File: config.mk
export PLATFORM = sky130hd
export DESIGN_NAME = rational_arithmetic_unit
export DESIGN_NICKNAME = d
export VERILOG_FILES = /design/src/hw/rtl/rau_pkg.sv /design/src/hw/rtl/rau_ctrl.sv /design/src/hw/rtl/rau_dp.sv /design/src/hw/rtl/rational_arithmetic_unit.sv
export SDC_FILE = /design/constraint.sdc
export NUM_CORES = 2
export LEC_CHECK = 0
export ABC_AREA = 1
export BUFFER_PORTS_ARGS = -buffer_cell sky130_fd_sc_hd__buf_2
export CAP_MARGIN = 20
export CORE_MARGIN = 8
export CORE_UTILIZATION = 55
export DETAILED_ROUTE_END_ITERATION = 6
export PLACE_DENSITY = 0.73
export SYNTH_ARGS = -nofsm -noshare
export SYNTH_HDL_FRONTEND = slang
export SYNTH_HIERARCHICAL = 1
export SYNTH_SLANG_ARGS = --single-unit
File: constraint.sdc
create_clock -name clk -period 9.4 [get_ports clk]
set_input_delay 0.47 -clock clk [delete_from_list [all_inputs] [get_ports clk]]
set_output_delay 0.47 -clock clk [all_outputs]
set_load 0.02 [all_outputs]
File: src/hw/rtl/rau_pkg.sv
package rau_pkg;

	localparam int VALUE_BITS_DEF = 32;

	typedef enum logic [1:0] {
		KIND_ADD = 2'd0,
		KIND_SUB = 2'd1,
		KIND_MUL = 2'd2,
		KIND_DIV = 2'd3
	} kind_t;

	typedef enum logic [1:0] {
		ERR_NONE = 2'd0,
		ERR_ZERO = 2'd1,
		ERR_OVF  = 2'd2
	} err_t;

	typedef struct packed {
		logic [1:0]         kind;
		logic signed [31:0] a_num;
		logic signed [31:0] a_den;
		logic signed [31:0] b_num;
		logic signed [31:0] b_den;
	} req_t;

	typedef struct packed {
		logic signed [31:0] res_num;
		logic [30:0]        res_den;
		logic [1:0]         error;
	} rsp_t;

	typedef enum logic [3:0] {
		ST_IDLE,
		ST_MUL1,
		ST_MUL2,
		ST_MUL3,
		ST_COMB,
		ST_GCD,
		ST_DIVN,
		ST_DIVD,
		ST_DONE
	} state_t;

	// controller -> datapath
	typedef struct packed {
		logic load;
		logic mul1;
		logic mul2;
		logic mul3;
		logic comb;
		logic gcd_step;
		logic div_start;
		logic div_sel_den;
		logic div_step;
		logic fin;
	} cmd_t;

	// datapath -> controller
	typedef struct packed {
		logic early;
		logic gcd_done;
		logic div_done;
	} sts_t;

endpackage

File: src/hw/rtl/rau_ctrl.sv
module rau_ctrl import rau_pkg::*; (
	input  logic   clk,
	input  logic   arst_n,
	input  logic   start,
	input  sts_t   sts,
	output logic   busy,
	output cmd_t   cmd
);

	state_t state_q, state_d;

	always_ff @(posedge clk or negedge arst_n) begin
		if (!arst_n) state_q <= ST_IDLE;
		else         state_q <= state_d;
	end

	always_comb begin
		state_d = state_q;
		cmd = '0;
		busy = (state_q != ST_IDLE);
		unique case (state_q)
			ST_IDLE: begin
				if (start) begin
					cmd.load = 1'b1;
					state_d = ST_MUL1;
				end
			end
			ST_MUL1: begin
				cmd.mul1 = 1'b1;
				state_d = ST_MUL2;
			end
			ST_MUL2: begin
				cmd.mul2 = 1'b1;
				state_d = ST_MUL3;
			end
			ST_MUL3: begin
				cmd.mul3 = 1'b1;
				state_d = ST_COMB;
			end
			ST_COMB: begin
				cmd.comb = 1'b1;
				state_d = ST_GCD;
			end
			ST_GCD: begin
				if (sts.early) begin
					state_d = ST_DONE;
				end else if (sts.gcd_done) begin
					cmd.div_start = 1'b1;
					state_d = ST_DIVN;
				end else begin
					cmd.gcd_step = 1'b1;
				end
			end
			ST_DIVN: begin
				cmd.div_step = 1'b1;
				if (sts.div_done) begin
					cmd.div_start = 1'b1;
					cmd.div_sel_den = 1'b1;
					state_d = ST_DIVD;
				end
			end
			ST_DIVD: begin
				cmd.div_step = 1'b1;
				cmd.div_sel_den = 1'b1;
				if (sts.div_done) state_d = ST_DONE;
			end
			ST_DONE: begin
				cmd.fin = 1'b1;
				state_d = ST_IDLE;
			end
			default: state_d = ST_IDLE;
		endcase
	end

	a_load_idle: assert property (@(posedge clk) disable iff (!arst_n)
		cmd.load |-> !busy) else $error("load while busy");
	a_fin_once: assert property (@(posedge clk) disable iff (!arst_n)
		cmd.fin |=> !cmd.fin) else $error("double finish");
	a_load_next: assert property (@(posedge clk) disable iff (!arst_n)
		cmd.load |=> state_q == ST_MUL1) else $error("load did not advance");

endmodule

File: src/hw/rtl/rau_dp.sv
module rau_dp import rau_pkg::*; #(
	parameter int VALUE_BITS = VALUE_BITS_DEF
) (
	input  logic clk,
	input  logic arst_n,
	input  req_t req,
	input  cmd_t cmd,
	output sts_t sts,
	output logic done,
	output rsp_t rsp
);

	localparam int W = VALUE_BITS;
	localparam int W2 = 2 * VALUE_BITS;
	localparam int CW = $clog2(W2 + 1);

	logic [1:0]    kind_q;
	logic [W-1:0]  an_q, ad_q, bn_q, bd_q;
	logic          sa_q, sb_q, bad_q;
	logic [W2-1:0] pa_q, pb_q, den_q, num_q;
	logic          neg_q;
	logic [W2-1:0] gx_q, gy_q;
	// restoring divider
	logic [W2-1:0] dq_q, dr_q;
	logic [CW-1:0] dcnt_q;
	logic [W2-1:0] qn_q, qd_q;
	logic          early_q;
	rsp_t          rsp_q;
	rsp_t          rsp_d;
	logic          done_q;

	function automatic logic [W:0] mag(input logic [31:0] raw);
		logic [W-1:0] v;
		v = raw[W-1:0];
		mag = v[W-1] ? ({1'b0, {W{1'b0}}} - {1'b0, v}) : {1'b0, v};
	endfunction

	logic [W:0] an_m, ad_m, bn_m, bd_m;
	assign an_m = mag(req.a_num);
	assign ad_m = mag(req.a_den);
	assign bn_m = mag(req.b_num);
	assign bd_m = mag(req.b_den);

	// magnitudes hold 2^(W-1) at most, so W bits suffice
	logic [W-1:0] m1a, m1b;
	always_comb begin
		m1a = an_q; m1b = bd_q;
		unique case (1'b1)
			cmd.mul2: begin
				if (kind_q == KIND_DIV) begin m1a = ad_q; m1b = bn_q; end
				else if (kind_q == KIND_MUL) begin m1a = an_q; m1b = bn_q; end
				else begin m1a = bn_q; m1b = ad_q; end
			end
			cmd.mul3: begin
				m1a = ad_q; m1b = bd_q;
			end
			default: begin m1a = an_q; m1b = bd_q; end
		endcase
	end
	logic [W2-1:0] prod;
	assign prod = m1a * m1b;

	logic [W2-1:0] gmod;
	logic [W2-1:0] dtrial;
	logic [W2-1:0] dshift;
	logic [W2-1:0] dquot;
	assign dshift = {dr_q[W2-2:0], dq_q[W2-1]};
	assign dtrial = dshift - gx_q;
	assign dquot = {dq_q[W2-2:0], (dshift >= gx_q)};

	logic [W2-1:0] half;
	assign half = {{(W2-1){1'b0}}, 1'b1} << (W - 1);

	// final result: error, zero, range check, or the reduced fraction
	always_comb begin
		rsp_d = '0;
		if (bad_q) begin
			rsp_d.error = ERR_ZERO;
		end else if (early_q) begin
			rsp_d.res_den = 31'd1;
		end else if ((neg_q ? (qn_q > half) : (qn_q > half - 1'b1)) ||
			(qd_q > half - 1'b1)) begin
			rsp_d.error = ERR_OVF;
		end else begin
			rsp_d.res_num = 32'(signed'(neg_q ? ({W2{1'b0}} - qn_q) : qn_q));
			rsp_d.res_den = 31'(qd_q);
		end
	end

	always_ff @(posedge clk or negedge arst_n) begin
		if (!arst_n) begin
			done_q <= 1'b0;
		end else begin
			done_q <= cmd.fin;
		end
	end

	always_ff @(posedge clk) begin
		if (cmd.load) begin
			kind_q <= req.kind;
			an_q <= an_m[W-1:0];
			ad_q <= ad_m[W-1:0];
			bn_q <= bn_m[W-1:0];
			bd_q <= bd_m[W-1:0];
			sa_q <= req.a_num[W-1] ^ req.a_den[W-1];
			sb_q <= (req.b_num[W-1] ^ req.b_den[W-1]) ^ (req.kind == KIND_SUB);
			bad_q <= (ad_m == '0) || (bd_m == '0) ||
				((req.kind == KIND_DIV) && (bn_m == '0));
		end
		if (cmd.mul1) pa_q <= prod;
		if (cmd.mul2) pb_q <= prod;
		if (cmd.mul3) den_q <= prod;
		if (cmd.comb) begin
			// add/sub combine; multiply and divide take pa/pb directly
			if (kind_q == KIND_MUL) begin
				num_q <= pb_q; neg_q <= sa_q ^ sb_q;
				den_q <= den_q;
			end else if (kind_q == KIND_DIV) begin
				num_q <= pa_q; neg_q <= sa_q ^ sb_q;
				den_q <= pb_q;
			end else if (sa_q == sb_q) begin
				num_q <= pa_q + pb_q; neg_q <= sa_q;
			end else if (pa_q >= pb_q) begin
				num_q <= pa_q - pb_q; neg_q <= sa_q;
			end else begin
				num_q <= pb_q - pa_q; neg_q <= sb_q;
			end
			early_q <= 1'b0;
		end
		if (cmd.comb) begin
			gx_q <= '0; gy_q <= '0;
		end
		// Euclid on the shared divider, one remainder per pass
		if (cmd.gcd_step) begin
			if (gx_q == '0 && gy_q == '0) begin
				gx_q <= num_q; gy_q <= den_q;
				dcnt_q <= '0;
			end else if (dcnt_q == '0) begin
				dq_q <= gx_q; dr_q <= '0;
				dcnt_q <= CW'(W2);
				gx_q <= gy_q; gy_q <= gx_q;
			end else begin
				dr_q <= (dtrial[W2-1] == 1'b0 && dshift >= gx_q) ? dtrial : dshift;
				dq_q <= {dq_q[W2-2:0], 1'b0};
				dcnt_q <= dcnt_q - 1'b1;
				if (dcnt_q == CW'(1)) begin
					gy_q <= (dshift >= gx_q) ? dtrial : dshift;
				end
			end
		end
		if (cmd.div_start) begin
			dq_q <= cmd.div_sel_den ? den_q : num_q;
			dr_q <= '0;
			dcnt_q <= CW'(W2);
		end else if (cmd.div_step) begin
			dr_q <= (dshift >= gx_q) ? dtrial : dshift;
			dq_q <= dquot;
			dcnt_q <= dcnt_q - 1'b1;
		end
		// the numerator pass ends in the cycle that starts the denominator pass
		if (cmd.div_step && dcnt_q == CW'(1)) begin
			if (cmd.div_sel_den && !cmd.div_start) qd_q <= dquot;
			else                                   qn_q <= dquot;
		end
		if (cmd.fin) rsp_q <= rsp_d;
		if (sts.early && !cmd.comb) early_q <= 1'b1;
	end

	assign gmod = gy_q;
	// done with gcd when the second Euclid operand reaches zero between passes
	assign sts.gcd_done = (dcnt_q == '0) && (gmod == '0) && (gx_q != '0);
	assign sts.div_done = (dcnt_q == CW'(1));
	assign sts.early = bad_q || (num_q == '0 && gx_q == '0 && gy_q == '0 && !cmd.comb);
	assign done = done_q;
	assign rsp = rsp_q;

	a_div_cnt: assert property (@(posedge clk) disable iff (!arst_n)
		(cmd.div_step && !cmd.div_start && dcnt_q != '0) |=> dcnt_q == $past(dcnt_q) - 1'b1)
		else $error("divider count skipped");
	a_done_pulse: assert property (@(posedge clk) disable iff (!arst_n)
		done |=> !done) else $error("done held");
	a_err_clear: assert property (@(posedge clk) disable iff (!arst_n)
		(done && rsp.error != ERR_NONE) |-> (rsp.res_den == '0 && rsp.res_num == '0))
		else $error("error result with payload");

endmodule

File: src/hw/rtl/rational_arithmetic_unit.sv
// Rational arithmetic unit: one reduced fraction per command.
// One shared bit-serial divider is used for gcd and the final exact divides.
// Throughput: one command at a time; busy stays high until done pulses.
// Reset: arst_n clears the controller to idle and drops done; payload is not reset.
// The result strobe lasts one cycle and cannot be stalled by the receiver.
module rational_arithmetic_unit import rau_pkg::*; #(
	parameter int VALUE_BITS = VALUE_BITS_DEF
) (
	input  logic clk,
	input  logic arst_n,
	input  logic start,
	output logic busy,
	input  req_t req,
	output logic done,
	output rsp_t rsp
);

	cmd_t cmd;
	sts_t sts;

	// sequence the multiply, combine, gcd and divide steps
	rau_ctrl u_ctrl (
		.clk    (clk),
		.arst_n (arst_n),
		.start  (start),
		.sts    (sts),
		.busy   (busy),
		.cmd    (cmd)
	);

	// hold operands, products and the shared divider
	rau_dp #(.VALUE_BITS(VALUE_BITS)) u_dp (
		.clk    (clk),
		.arst_n (arst_n),
		.req    (req),
		.cmd    (cmd),
		.sts    (sts),
		.done   (done),
		.rsp    (rsp)
	);

endmodule

==> flow_metrics.py <==
metrics = {
    "global_routing": {
        "antenna_found_initial": 17,
        "grt_pass1_vias": 93686,
        "grt_max_degree": 156,
        "remaining_global_route_overflow": 0,
        "grt_first_pass_wirelength_um": 614000,
        "global_route.usage.total": 0.428,
    },
    "cells_and_area": {
        "area_delta_synth_final_pct": 8.20,
        "layout.cells.most_common_list": "3738 x nand2_1, 2492 x inv_1, 1649 x nor2_1, 900 x fa_1, 849 x a21oi_1",
        "n_fill_cell": 17284,
        "drive_above_1_share": 0.0617,
        "design_area_um2": 107000,
        "final-seq-area_um2": 23500,
        "mostFrequentLayoutCell": "nand2_1",
        "num-nets-final": 15729,
        "multi_input_comb_area_um2": 64300,
    },
    "outcome": {
        "run_status": "completed",
    },
    "logic_synthesis": {
        "synthFlopType": "edfxtp_1",
        "netlist.top_cell.by_area": "edfxtp_1",
        "post_synth_num_cell_types": 62,
        "synth-seq-area-share": 0.237,
        "syn-cell-area_um2": 99300,
        "yosys_register_bits": 851,
        "synth_fp_nets": 15650,
        "share_of_cell_area_taken_by_muxes_after_synthesis": 0,
        "synth_xor_xnor_area_share": 0.0269,
        "synth_top_family_by_area": "simple AND/OR/NAND/NOR gates",
        "syn-instance-count": 14093,
        "asyncSetResetFlopFracSynth": 0.00588,
        "ys.warnings.count": 6,
        "synth-compound-area-share": 0.105,
        "synthDominantCellAreaShare": 0.196,
        "synth-adder-area-share": 0.247,
        "synthSimpleGateAreaFrac": 0.262,
        "synth_enable_flop_cells": 647,
        "syn-mean-instance-area_um2": 7.05,
        "synth.top_cells.by_area": "edfxtp_1 20%, fa_1 18%, nand2_1 14%",
    },
    "clocking": {
        "clk_latency_ps": 780,
        "clk_transition_reported_paths_ps": 70,
        "cts_made_buffers": 94,
        "tritoncts_clock_tree": "done",
        "htree_num_levels": 3,
        "clock_sinks": 851,
        "ctsLongestPathBuffers": 3,
        "clock_tree.root_cell": "clkbuf_16",
    },
    "sta": {
        "setup_viol": 0,
        "tns_ps": 0,
        "period_needed_ps": 9060,
        "final_worst_path_period_share": 0.964,
        "rsz0062_at_grt": "true",
        "fin_worst_skew_ps": 90.4,
        "maxSlewHeadroom": 0.166,
        "report.final.slew_viol_count": 0,
        "fmax_ghz": 0.110,
        "final_hold_viol_count": 0,
        "fin_worst_hold_slack_ps": 75.0,
        "timing_worst_slew_pin_value_ps": 1240,
    },
    "job": {
        "timing.max_cap.violations": 0,
    },
    "setup_path": {
        "criticalPathCategory": "register to register",
        "critPathMostFrequentCell": "fa_1",
        "critical_path.slowest_cell": "fa_1",
        "slowest_cell_delay_on_critical_path_ps": 570,
        "critical_path.startpoint_type": "register",
        "endpoint_kind": "register",
        "timing.critical_path.fanout_max": 20,
        "crit_arrival_ps": 9640,
        "cp.required_ps": 9980,
    },
    "routing": {
        "finalWirelength_um": 423000,
        "post_drt_via_cell_ratio": 5.81,
        "dr.pass1.iters": 7,
        "via_count": 96548,
        "drc_violation_count_after_routing": 0,
        "drt_iter0_markers": 11274,
        "routedWlPerCell_um": 25.5,
        "drt.antenna.violating_nets": 0,
    },
    "placed_design": {
        "place_congestion": 1.08,
        "io_buffers": 199,
        "detailed_place.area_um2": 104000,
        "dp_hpwl_um": 343000,
    },
    "die": {
        "die_h_um": 441,
        "placementRows": 156,
        "ports": 200,
        "floorplan.die_area_um2": 194000,
        "core_um2": 180000,
        "die_width_um": 441,
        "initial_utilization": 0.551,
    },
    "worst_hold_path": {
        "hold_path_class": "input pin to register",
    },
}
==> repair_timing <==
| item | CTS | global route |
|---|---|---|
| cloned | 0 | 2 |
| endpoints found under the hold margin | 11 | 0 |
| resized for setup | 2 | 76 |
| hold buffers | 7 | 0 |
| buffers inserted | 4 | 15 |
| pin swaps | 1 | 4 |
| setup endpoints to repair | 2 | 104 |
==> sequential cells by signal (all words and copies together), names as in the netlist, 2 cells and up <==
register        count
u_dp/gx_q          64
u_dp/qn_q          64
u_dp/gmod          64
u_dp/qd_q          64
u_dp/dr_q          63
u_dp/rsp           65
u_dp/bn_q          32
u_dp/kind_q         2
u_dp/ad_q          32
u_dp/dcnt_q         7
u_dp/pb_q          64
u_dp/den_q         64
u_dp/num_q         64
u_dp/bd_q          32
u_dp/an_q          32
u_dp/pa_q          64
u_dp/dq_q          64
u_ctrl/state_q      4
==> path summary, 6_finish.rpt <==
check | cells after the start | to | slack (ps) | start
setup reg to reg | 34 | u_dp/den_q[45] | 340 | u_ctrl/state_q[3]
setup / recovery | 34 | u_dp/den_q[45] | 340 | u_ctrl/state_q[3]
max in group asynchronous | 2 | u_ctrl/state_q[3] | 9060 | arst_n
hold / removal | 2 | u_dp/an_q[11] | 80 | req[107]
min in group asynchronous | 2 | u_ctrl/state_q[1] | 110 | arst_n
hold reg to reg | 2 | u_dp/dcnt_q[1] | 460 | u_dp/dcnt_q[1]
==> logic make-up after synthesis <==
family,count (synthesis)
AOI/OAI and AO/OA,1966
adders and majority gates,1424
buffers and inverters,3115
DFF,851
and+or+nand+nor,6432
xor gates and xnor gates,305
==> cell type report <==
| class | instances | area share |
|---|---|---|
| tap | 2370 | 0.0276 |
| clock inverter | 63 | 0.00667 |
| sequential | 851 | 0.219 |
| multi-input combinational | 10128 | 0.598 |
| antenna | 3 | 0.0000699 |
| clock buffer | 113 | 0.0226 |
| timing repair buffer | 531 | 0.0356 |
| inverter | 2566 | 0.0903 |
==> critical path: cells and delay by family, from the launching register on <==
kind / cells / cell delay, ps
xor gates and xnor gates: 1 / 350
and+or+nand+nor: 11 / 1470
buffers and inverters: 9 / 1760
AOI/OAI and AO/OA: 4 / 520
DFF: 1 / 450
adders and majority gates: 9 / 4280
==> routing by layer <==
layer,up-vias,global-route usage,share of wire
met5,-,0,0.00025
met4,16,0.327,0.10
met3,1467,0.104,0.11
met2,5817,0.664,0.43
met1,45199,0.512,0.36
li1,44049,-,-
==> cells in the mapped netlist, types with 24 or more instances <==
cell         n
nand2_1   3742
inv_1     2508
nor2_1    1659
fa_1       900
a21oi_1    850
o21ai_0    749
edfxtp_1   647
nand3_1    597
ha_1       524
clkbuf_1   365
xor2_1     238
dfxtp_1    199
nand4_1    115
o22ai_1    110
buf_2       97
nor3_1      90
xnor2_1     67
nor4_1      62
a31oi_1     58
o21ai_1     53
o21bai_1    46
buf_1       42
nand3b_1    35
clkinv_1    34
nand2_2     32
buf_4       26
and2_1      25
inv_2       24
==> through the flow <==
step / utilization / std cells / setup slack [ps]
after global routing: 0.596 / 16623 / -37.1
after global placement: 0.575 / 16412 / -183
after detailed placement: 0.575 / 16416 / -144
after floorplan: - / 14093 / 320
final: 0.596 / 16625 / 342
after CTS: 0.593 / 16603 / 11.1
Power is left out: the tool's default activity adds up to more than one toggle a clock period on the data nets, which glitch-free logic cannot reach.
